[src/hdl/ct_pkg.sv]
`timescale 1ns / 1ps

package ct_pkg;

  localparam int NumRes  = 27;
  localparam int StopIdx = 26;

  typedef logic [NumRes-1:0] res_set_t;
  typedef logic [6:0]        ascii_t;
  typedef logic [3:0]        nuc_t;
  typedef logic [4:0]        base_code_t;
  typedef logic [4:0]        res_idx_t;

  typedef struct packed {
    logic ok;
    nuc_t b1;
    nuc_t b2;
    nuc_t b3;
  } codon_t;

  localparam ascii_t CharX    = 7'h58;
  localparam ascii_t CharStop = 7'h2A;
  localparam ascii_t CharM    = 7'h4D;
  localparam ascii_t CharW    = 7'h57;
  localparam ascii_t CharB    = 7'h42;
  localparam ascii_t CharZ    = 7'h5A;
  localparam ascii_t CharA    = 7'h41;
  localparam ascii_t CharD    = 7'h44;
  localparam ascii_t CharN    = 7'h4E;
  localparam ascii_t CharE    = 7'h45;
  localparam ascii_t CharQ    = 7'h51;

  localparam logic [8*64-1:0] StdStr = {
    "KNKN", "IIMI", "RSRS", "TTTT",
    "*Y*Y", "LFLF", "*CWC", "SSSS",
    "EDED", "VVVV", "GGGG", "AAAA",
    "QHQH", "LLLL", "RRRR", "PPPP"
  };

  localparam logic [8*64-1:0] MitoStr = {
    "KNKN", "MIMI", "*S*S", "TTTT",
    "*Y*Y", "LFLF", "WCWC", "SSSS",
    "EDED", "VVVV", "GGGG", "AAAA",
    "QHQH", "LLLL", "RRRR", "PPPP"
  };

  function automatic res_idx_t res_index(input ascii_t c);
    if (c == CharStop) begin
      return res_idx_t'(StopIdx);
    end
    return res_idx_t'(c - CharA);
  endfunction

  function automatic ascii_t res_letter(input int idx);
    if (idx == StopIdx) begin
      return CharStop;
    end
    return ascii_t'(idx + int'(CharA));
  endfunction

endpackage

[src/hdl/codon_translator.sv]
`timescale 1ns / 1ps

// Codon translator. Each input transaction carries three nucleotide codes
// (bit sets of A, T, G, C) and an action bit that asks for the reverse
// complement; the result transaction carries the ASCII amino-acid letter.
// Both channels use valid and stall; a transaction moves on a clock edge
// with valid high and stall low.
// The cfg_we/cfg_wdata port writes the genetic code select (0 standard,
// 1 mitochondrial). Write it only while no transaction is in flight.
// A transaction passes the input register, then the translation logic
// into the result register. One transaction is accepted every cycle as
// long as the receiver takes results; the input register keeps accepting
// while a finished result waits in the result register.
// When the receiver stalls, the result register holds its value, and once
// the input register is also full, in_stall goes high.
// Reset (rst_n low at a clock edge) empties both registers and selects
// the standard code.

module codon_translator (
  input  logic               clk,
  input  logic               rst_n,
  input  logic               cfg_we,
  input  logic               cfg_wdata,
  input  logic               in_valid,
  output logic               in_stall,
  input  logic               in_action,
  input  ct_pkg::base_code_t in_first_base,
  input  ct_pkg::base_code_t in_second_base,
  input  ct_pkg::base_code_t in_third_base,
  output logic               out_valid,
  input  logic               out_stall,
  output ct_pkg::ascii_t     out_amino_acid
);
  import ct_pkg::*;

  logic       genetic_code_r, genetic_code_nxt;
  logic       s1_valid_r, s1_valid_nxt;
  logic       action_r;
  base_code_t first_r, second_r, third_r;
  logic       out_valid_r, out_valid_nxt;
  ascii_t     amino_r;
  logic       in_take;
  logic       s2_load;
  codon_t     codon;
  ascii_t     amino;

  assign s2_load  = s1_valid_r && (!out_valid_r || !out_stall);
  assign in_stall = s1_valid_r && !s2_load;
  assign in_take  = in_valid && !in_stall;

  ct_prep u_prep (
    .action      (action_r),
    .first_base  (first_r),
    .second_base (second_r),
    .third_base  (third_r),
    .codon       (codon)
  );

  ct_lookup u_lookup (
    .genetic_code (genetic_code_r),
    .codon        (codon),
    .amino_acid   (amino)
  );

  always_comb begin
    genetic_code_nxt = cfg_we ? cfg_wdata : genetic_code_r;
    if (in_take) begin
      s1_valid_nxt = 1'b1;
    end else if (s2_load) begin
      s1_valid_nxt = 1'b0;
    end else begin
      s1_valid_nxt = s1_valid_r;
    end
    if (s2_load) begin
      out_valid_nxt = 1'b1;
    end else if (!out_stall) begin
      out_valid_nxt = 1'b0;
    end else begin
      out_valid_nxt = out_valid_r;
    end
  end

  always_ff @(posedge clk) begin
    if (!rst_n) begin
      genetic_code_r <= 1'b0;
      s1_valid_r     <= 1'b0;
      out_valid_r    <= 1'b0;
    end else begin
      genetic_code_r <= genetic_code_nxt;
      s1_valid_r     <= s1_valid_nxt;
      out_valid_r    <= out_valid_nxt;
    end
  end

  always_ff @(posedge clk) begin
    if (in_take) begin
      action_r <= in_action;
      first_r  <= in_first_base;
      second_r <= in_second_base;
      third_r  <= in_third_base;
    end
    if (s2_load) begin
      amino_r <= amino;
    end
  end

  assign out_valid      = out_valid_r;
  assign out_amino_acid = amino_r;

endmodule

[src/hdl/ct_prep.sv]
`timescale 1ns / 1ps

module ct_prep (
  input  logic                action,
  input  ct_pkg::base_code_t  first_base,
  input  ct_pkg::base_code_t  second_base,
  input  ct_pkg::base_code_t  third_base,
  output ct_pkg::codon_t      codon
);
  import ct_pkg::*;

  function automatic nuc_t comp(input nuc_t m);
    return {m[2], m[3], m[0], m[1]};
  endfunction

  function automatic logic code_ok(input base_code_t b);
    return (b != '0) && !b[4];
  endfunction

  nuc_t n1, n2, n3;

  assign n1 = first_base[3:0];
  assign n2 = second_base[3:0];
  assign n3 = third_base[3:0];

  always_comb begin
    codon.ok = code_ok(first_base) && code_ok(second_base) && code_ok(third_base);
    if (action) begin
      codon.b1 = comp(n3);
      codon.b2 = comp(n2);
      codon.b3 = comp(n1);
    end else begin
      codon.b1 = n1;
      codon.b2 = n2;
      codon.b3 = n3;
    end
  end

endmodule

[src/hdl/ct_lookup.sv]
`timescale 1ns / 1ps

module ct_lookup (
  input  logic            genetic_code,
  input  ct_pkg::codon_t  codon,
  output ct_pkg::ascii_t  amino_acid
);
  import ct_pkg::*;

  res_set_t         present;
  res_set_t         dn_set;
  res_set_t         eq_set;
  logic             single;
  ascii_t           single_letter;
  logic [8*64-1:0]  tbl;

  assign tbl = genetic_code ? MitoStr : StdStr;

  // Each covered codon marks its residue in the presence set.
  always_comb begin
    present = '0;
    for (int i = 0; i < 4; i++) begin
      for (int j = 0; j < 4; j++) begin
        for (int k = 0; k < 4; k++) begin
          if (codon.b1[i] && codon.b2[j] && codon.b3[k]) begin
            present[res_index(tbl[8*(63-(i*16+j*4+k)) +: 7])] = 1'b1;
          end
        end
      end
    end
  end

  assign dn_set = (res_set_t'(1) << res_index(CharD)) | (res_set_t'(1) << res_index(CharN));
  assign eq_set = (res_set_t'(1) << res_index(CharE)) | (res_set_t'(1) << res_index(CharQ));
  assign single = (present != '0) && ((present & (present - res_set_t'(1))) == '0);

  always_comb begin
    single_letter = CharX;
    for (int r = 0; r < NumRes; r++) begin
      if (present[r]) begin
        single_letter = res_letter(r);
      end
    end
  end

  always_comb begin
    if (!codon.ok) begin
      amino_acid = CharX;
    end else if (single) begin
      amino_acid = single_letter;
    end else if (present == dn_set) begin
      amino_acid = CharB;
    end else if (present == eq_set) begin
      amino_acid = CharZ;
    end else begin
      amino_acid = CharX;
    end
  end

endmodule
[config.mk]
export PLATFORM = sky130hd
export DESIGN_NAME = codon_translator
export DESIGN_NICKNAME = d
export VERILOG_FILES = /design/src/hdl/ct_pkg.sv /design/src/hdl/codon_translator.sv /design/src/hdl/ct_prep.sv /design/src/hdl/ct_lookup.sv
export SDC_FILE = /design/constraint.sdc
export NUM_CORES = 1
export LEC_CHECK = 0
export BUFFER_PORTS_ARGS = -buffer_cell sky130_fd_sc_hd__buf_2
export CAP_MARGIN = 30
export CORE_ASPECT_RATIO = 2
export CORE_MARGIN = 1.5
export CORE_UTILIZATION = 45
export DETAILED_ROUTE_END_ITERATION = 16
export HOLD_SLACK_MARGIN = 0.1
export PLACE_DENSITY = 0.66
export SLEW_MARGIN = 20
export SYNTH_ARGS = -nofsm -noshare
export SYNTH_HDL_FRONTEND = slang
export SYNTH_HIERARCHICAL = 1
export SYNTH_SLANG_ARGS = --single-unit
[constraint.sdc]
create_clock -name clk -period 6.09 [get_ports clk]
set_clock_uncertainty 0.05 [all_clocks]
set_input_delay 1.218 -clock clk [delete_from_list [all_inputs] [get_ports clk]]
set_output_delay 1.218 -clock clk [all_outputs]
set_load 0.02 [all_outputs]
==> results of run 1 <==
[cell families (layout without fill, tap and decap cells)]
| family | Yosys count | count (layout) | share of synthesized area [%] |
|---|---|---|---|
| xor+xnor | 1 | 1 | 0.431 |
| mux | 14 | 14 | 7.64 |
| simple gates | 101 | 101 | 28.0 |
| compound gates | 67 | 67 | 22.7 |
| flops | 26 | 26 | 37.0 |
| buf+inv | 17 | 40 | 4.25 |
[critical path: cells and delay by family, from the launching register on]
kind,cells,cell delay (ps)
AOI/OAI and AO/OA,4,940
DFF,1,640
muxes,1,500
and+or+nand+nor,4,1860
[final cells by class]
type                            instances  area, µm²  area share [%]
Inverter                                4       15.0           0.664
Clock buffer                            3       41.3            1.83
Clock inverter                          1       30.0            1.33
Multi-Input combinational cell        183       1190            52.8
Timing Repair Buffer                   32        161            7.14
Tap cell                               54       67.6            2.99
Sequential cell                        26        751            33.2
[routing by layer]
| layer | track usage [%] | up-vias | wire length [µm] |
|---|---|---|---|
| met4 | 23.9 | 0 | 555 |
| met5 | 0 | - | 0 |
| li1 | - | 927 | - |
| met3 | 3.82 | 46 | 301 |
| met1 | 22.0 | 949 | 1780 |
| met2 | 43.9 | 111 | 3060 |
[sequential cells by signal, indices dropped and copies added (netlist names)]
signal	count
action_r	1
s1_valid_r	1
second_r	5
third_r	5
out_valid	1
first_r	5
genetic_code_r	1
out_amino_acid	7
[cells in the final DEF (no fill, tap or decap), types with 3 or more instances in the layout]
cell       instances
nand4_1            5
nor2b_1            5
nand3_1           11
nor3_1             5
a21oi_1           14
o211ai_1           7
mux2_2            12
nor2_1            18
and2_1             4
edfxtp_1          23
nand2_1           26
o21ai_0           13
a21o_1             3
o2111ai_1          4
buf_2             30
inv_1              4
nor4_1             8
clkbuf_8           3
dfxtp_1            3
a31oi_1            5
[per-stage QoR]
stage | cells | worst slack (ps) | util [%] | cell area (µm²) | hold WS [ps]
final | 303 | 1950 | 52.1 | 2260 | 470
after global routing | 303 | 1750 | 52.1 | 2260 | 511
after CTS | 303 | 2030 | 52.1 | 2260 | 475
after detailed placement | 299 | 2040 | 50.4 | 2190 | 449
after global placement | 298 | 2090 | 50.3 | 2180 | 451
after floorplan | 226 | 2890 | - | 2030 | 425
[how the worst max path moves through the flow]
| stage | slack [ps] | end | startpoint |
|---|---|---|---|
| global route | 1750 | out_amino_acid[2] | action_r |
| floorplan | 2890 | out_amino_acid[6] | action_r |
| CTS | 2030 | out_amino_acid[2] | action_r |
| detailed placement | 2040 | out_amino_acid[6] | action_r |
| global placement | 2090 | out_amino_acid[6] | action_r |
| finish | 1950 | out_amino_acid[2] | action_r |
[where the power goes]
group	switching (mW)	internal, mW	total, mW	leakage, nW
combinational	0.110	0.0559	0.166	0.517
clock	0.0546	0.0880	0.143	0.0357
sequential	0.00658	0.204	0.210	0.235
==> run metrics, run 1 <==
Top FF cell, synth edfxtp_1; peak supply drop 0.000206 V; ant diodes 0; hpwl dp 4.62 mm; wire per inst 18.8 µm; sink of the worst hold path out_valid; # hold bufs at CTS 0; DRC Markers 0; LEAKAGE 0.787 nW; vias in the first global route approximately 2000; synth top area cells edfxtp_1, mux2_2, nand2_1; Vias 2033; clk sinks 26; fillers 440; Syn Area/Cell 8.99 µm²; post-route setup TNS 0 ps; CTS H-Tree Depth 1; placeable core area 4340 µm²; Die X just over 50 µm; EDFF count, synth 23; Layout Nets 272; Worst EP arrival 4220 ps; critical path fanouts, max 12; Hold WC Path Type reg -> reg; R2R setup slack 1950 ps; WS Path Type reg -> reg; Period Utilization, post-route 68.0%; largest net degree at the start of global routing 17; Synth async-reset ratio 0%; clock insertion delay at the later pin of the skew report 280 ps; post-synth top area cell edfxtp_1; Least-Margin Pin Slew 811 ps; reg-to-reg critical path endpoint out_amino_acid[2]; sequential area share after synthesis between 30% and 40%; reg2reg start action_r; post-synth top area share 34.0%; io pins 31; vias per cell 6.71; CTS tree yes; gr usage total 24.7%; CTS Buffer Depth 2; total power between 500 and 600 µW; post-synth net total 248; clock period minus worst slack slightly above 4000 ps; Critical Path Slowest Stage Cell nor4_4; router iterations before antenna repair 5; synth cell count leaders nand2_1, edfxtp_1, nor2_1, a21oi_1, o21ai_0; Power Density 229 nW/µm²; initial antenna violation count 0; Max-Cap Viols 0; Synth Instances 226; # Post-CTS Setup Buffers 0; first-pass GRT wire length approximately 9.3 mm; clock-pin slew on the worst setup and hold paths 100 ps; Synth warnings 6; CP Cell Sequence mux2_2 > nor4_4 > o22a_1 > nor4b_2 > o2111ai_1 > o21ai_0 > nand4_2 > or3b_4 > a211oi_2; final hold vios 0; Worst slew margin a little under half; proportion of layout cells with a drive suffix above 1 24.1%; Total Wirelength 5.70 mm; slowest stage delay, CP just under 700 ps; Pins Over Slew Limit 0; cell area after synthesis 2030 µm²; RSZ-0062 raised after global routing no; hold path depth 2; Worst setup EP type flop; reg2reg path depth 9; antenna viol nets, final 0; endpoints failing setup 0; status complete, no violations; Final GP Congestion 1.00; die height about 98 µm; fmax 241 MHz; DR iter-0 viols 91; dominant cell by count in the synthesized netlist nand2_1; Worst setup SP type flop; synthesis-to-layout area growth 11.3%; post-synthesis register bit count 26; Synth cell types 53; num rows 34; post_cts resized 0; Initial Util 46.8%; hold path startpoint s1_valid_r; grt total ovfl 0; port bufs 30; cts bufs inserted 3; clock root buffer clkbuf_8; Req. time, crit path 6170 ps; Die Area 4950 µm²
(Power assumes the default switching activity.)
==> run 2: changes to the inputs <==
==> constraint.sdc (replaced) <==
create_clock -name clk -period 4.2 [get_ports clk]
set_clock_uncertainty 0.05 [all_clocks]
set_input_delay 0.84 -clock clk [delete_from_list [all_inputs] [get_ports clk]]
set_output_delay 0.84 -clock clk [all_outputs]
set_load 0.02 [all_outputs]
==> run 2 against run 1 <==
  * Sequential share of layout area unchanged
  * Core utilization unchanged
  * Highest routed layer unchanged
  * Combinational power up 46%
  * Die area unchanged
  * Critical path depth unchanged
==> run metrics, run 2 (synthesis results as in run 1) <==
Post-Place Cell Area 2200 µm² (was 2190 µm²); gr usage total 24.3% (was 24.7%); hpwl dp 4.56 mm (was 4.62 mm); Final Util 52.1% (unchanged); post-route cell area 2260 µm² (unchanged); met3 WL 245 µm (was 301 µm); Worst EP arrival 3870 ps (was 4220 ps); critical path fanouts, max 12 (unchanged); final hold slack 470 ps (about the same); status complete, no violations (unchanged); synthesis-to-layout area growth 11.3% (unchanged); ant diodes 0 (unchanged); placeable core area 4340 µm² (unchanged); commonest non-fill, non-tap cells in the layout buf_2, nand2_1, edfxtp_1 (unchanged); Final Instance Count excl. Fillers 305 (was 303); post_cts resized 0 (unchanged); Pins Over Slew Limit 0 (unchanged); Hold WC Path Type reg -> reg (unchanged); post-route setup TNS 0 ps (unchanged); Initial Util 46.8% (unchanged); antenna viol nets, final 0 (unchanged); total power 704 µW (was 518 µW); # hold bufs at CTS 0 (unchanged); first-pass GRT wire length 9.07 mm (was 9.29 mm); clock insertion delay at the later pin of the skew report 270 ps (was 280 ps); DRC Markers 0 (unchanged); Total Wirelength 5.78 mm (was 5.70 mm); Vias 2001 (was 2033); proportion of layout cells with a drive suffix above 1 25.1% (was 24.1%); Power Density 312 nW/µm² (was 229 nW/µm²); endpoints failing setup 0 (unchanged); peak supply drop 0.000241 V (was 0.000206 V); Least-Margin Pin Slew 810 ps (was 811 ps); io pins 31 (unchanged); Placed Cells 300 (was 299); vias in the first global route 1871 (was 2016); Die Area 4950 µm² (unchanged); num rows 34 (unchanged); port bufs 30 (unchanged); crit path from action_r (unchanged); metal2 WL 3.28 mm (was 3.06 mm); CTS tree yes (unchanged); Worst slew margin 45.5% (was 45.8%); router iterations before antenna repair 5 (unchanged); Die X 50.5 µm (unchanged); die height 98 µm (unchanged); clock-pin slew on the worst setup and hold paths 90 ps (was 100 ps); WS Path Type reg -> reg (unchanged); cts bufs inserted 3 (unchanged); Max-Cap Viols 0 (unchanged); grt total ovfl 0 (unchanged); DR iter-0 viols 102 (was 91); CTS H-Tree Depth 1 (unchanged); RSZ-0062 raised after global routing no (unchanged); largest net degree at the start of global routing 17 (unchanged); CTS Buffer Depth 2 (unchanged); DR top layer met4 (unchanged); final hold vios 0 (unchanged); LEAKAGE 0.793 nW (was 0.787 nW); pre-CTS worst setup slack 476 ps (was 2040 ps); Post-Route M1 WL 1.94 mm (was 1.78 mm); Req. time, crit path 4270 ps (was 6170 ps); reg2reg start action_r (unchanged); clk sinks 26 (unchanged); # Post-CTS Setup Buffers 0 (unchanged); clock root buffer clkbuf_8 (unchanged); hold path startpoint s1_valid_r (unchanged); Worst setup EP type flop (unchanged); Layout Nets 274 (was 272); initial antenna violation count 0 (unchanged); wire per inst 19.0 µm (was 18.8 µm); post-route setup slack 396 ps (was 1950 ps); fmax 263 MHz (was 241 MHz); Period Utilization, post-route 90.6% (was 68.0%); vias per cell 6.56 (was 6.71); max reg flops 7 (unchanged); Final GP Congestion 0.960 (was 1.00); Worst setup SP type flop (unchanged); commonest non-fill, non-tap cell in the layout buf_2 (unchanged); clock period minus worst slack 3800 ps (was 4140 ps)
[run 2: cell types whose count changed in the layout (fill, tap and decap cells not counted)]
cell	before	now
a21boi_0	0	1
a21boi_1	1	0
buf_1	1	0
buf_4	1	3
bufinv_16	1	0
clkbuf_2	0	1
clkbuf_8	3	4
[run 2: worst paths after layout]
check / cells after the start / slack [ps] / end
max: 9 / 400 / out_amino_acid[2]
min: 2 / 470 / out_valid
max reg2reg: 9 / 400 / out_amino_acid[2]
min reg2reg: 2 / 470 / out_valid
[run 2: critical path, cell delays in order (launching register included)]
cell,delay (ps)
edfxtp_1,630
mux2_2,460
o211ai_1,570
o21ai_4,210
nor4_4,380
nand3_1,150
a221oi_2,370
nand4_2,180
or3b_4,460
a211oi_2,190
[run 2: cell type report]
type / instances / area, µm²
fill: 432 / 2080
multi-input combinational: 183 / 1190
tap: 54 / 67.6
clock buffer: 4 / 55.1
timing repair buffer: 34 / 178
inverter: 4 / 15.0
sequential: 26 / 751
[run 2: report_power, final]
group,internal (mW),switching [mW]
combinational,0.0826,0.160
clock,0.0836,0.0731
sequential,0.295,0.00932
[run 2: routing by layer]
| metal | track usage [%] | vias up |
|---|---|---|
| met5 | 0 | - |
| met4 | 13.1 | 0 |
| met3 | 1.68 | 37 |
| met2 | 48.6 | 109 |
| met1 | 22.7 | 921 |
| li1 | - | 934 |
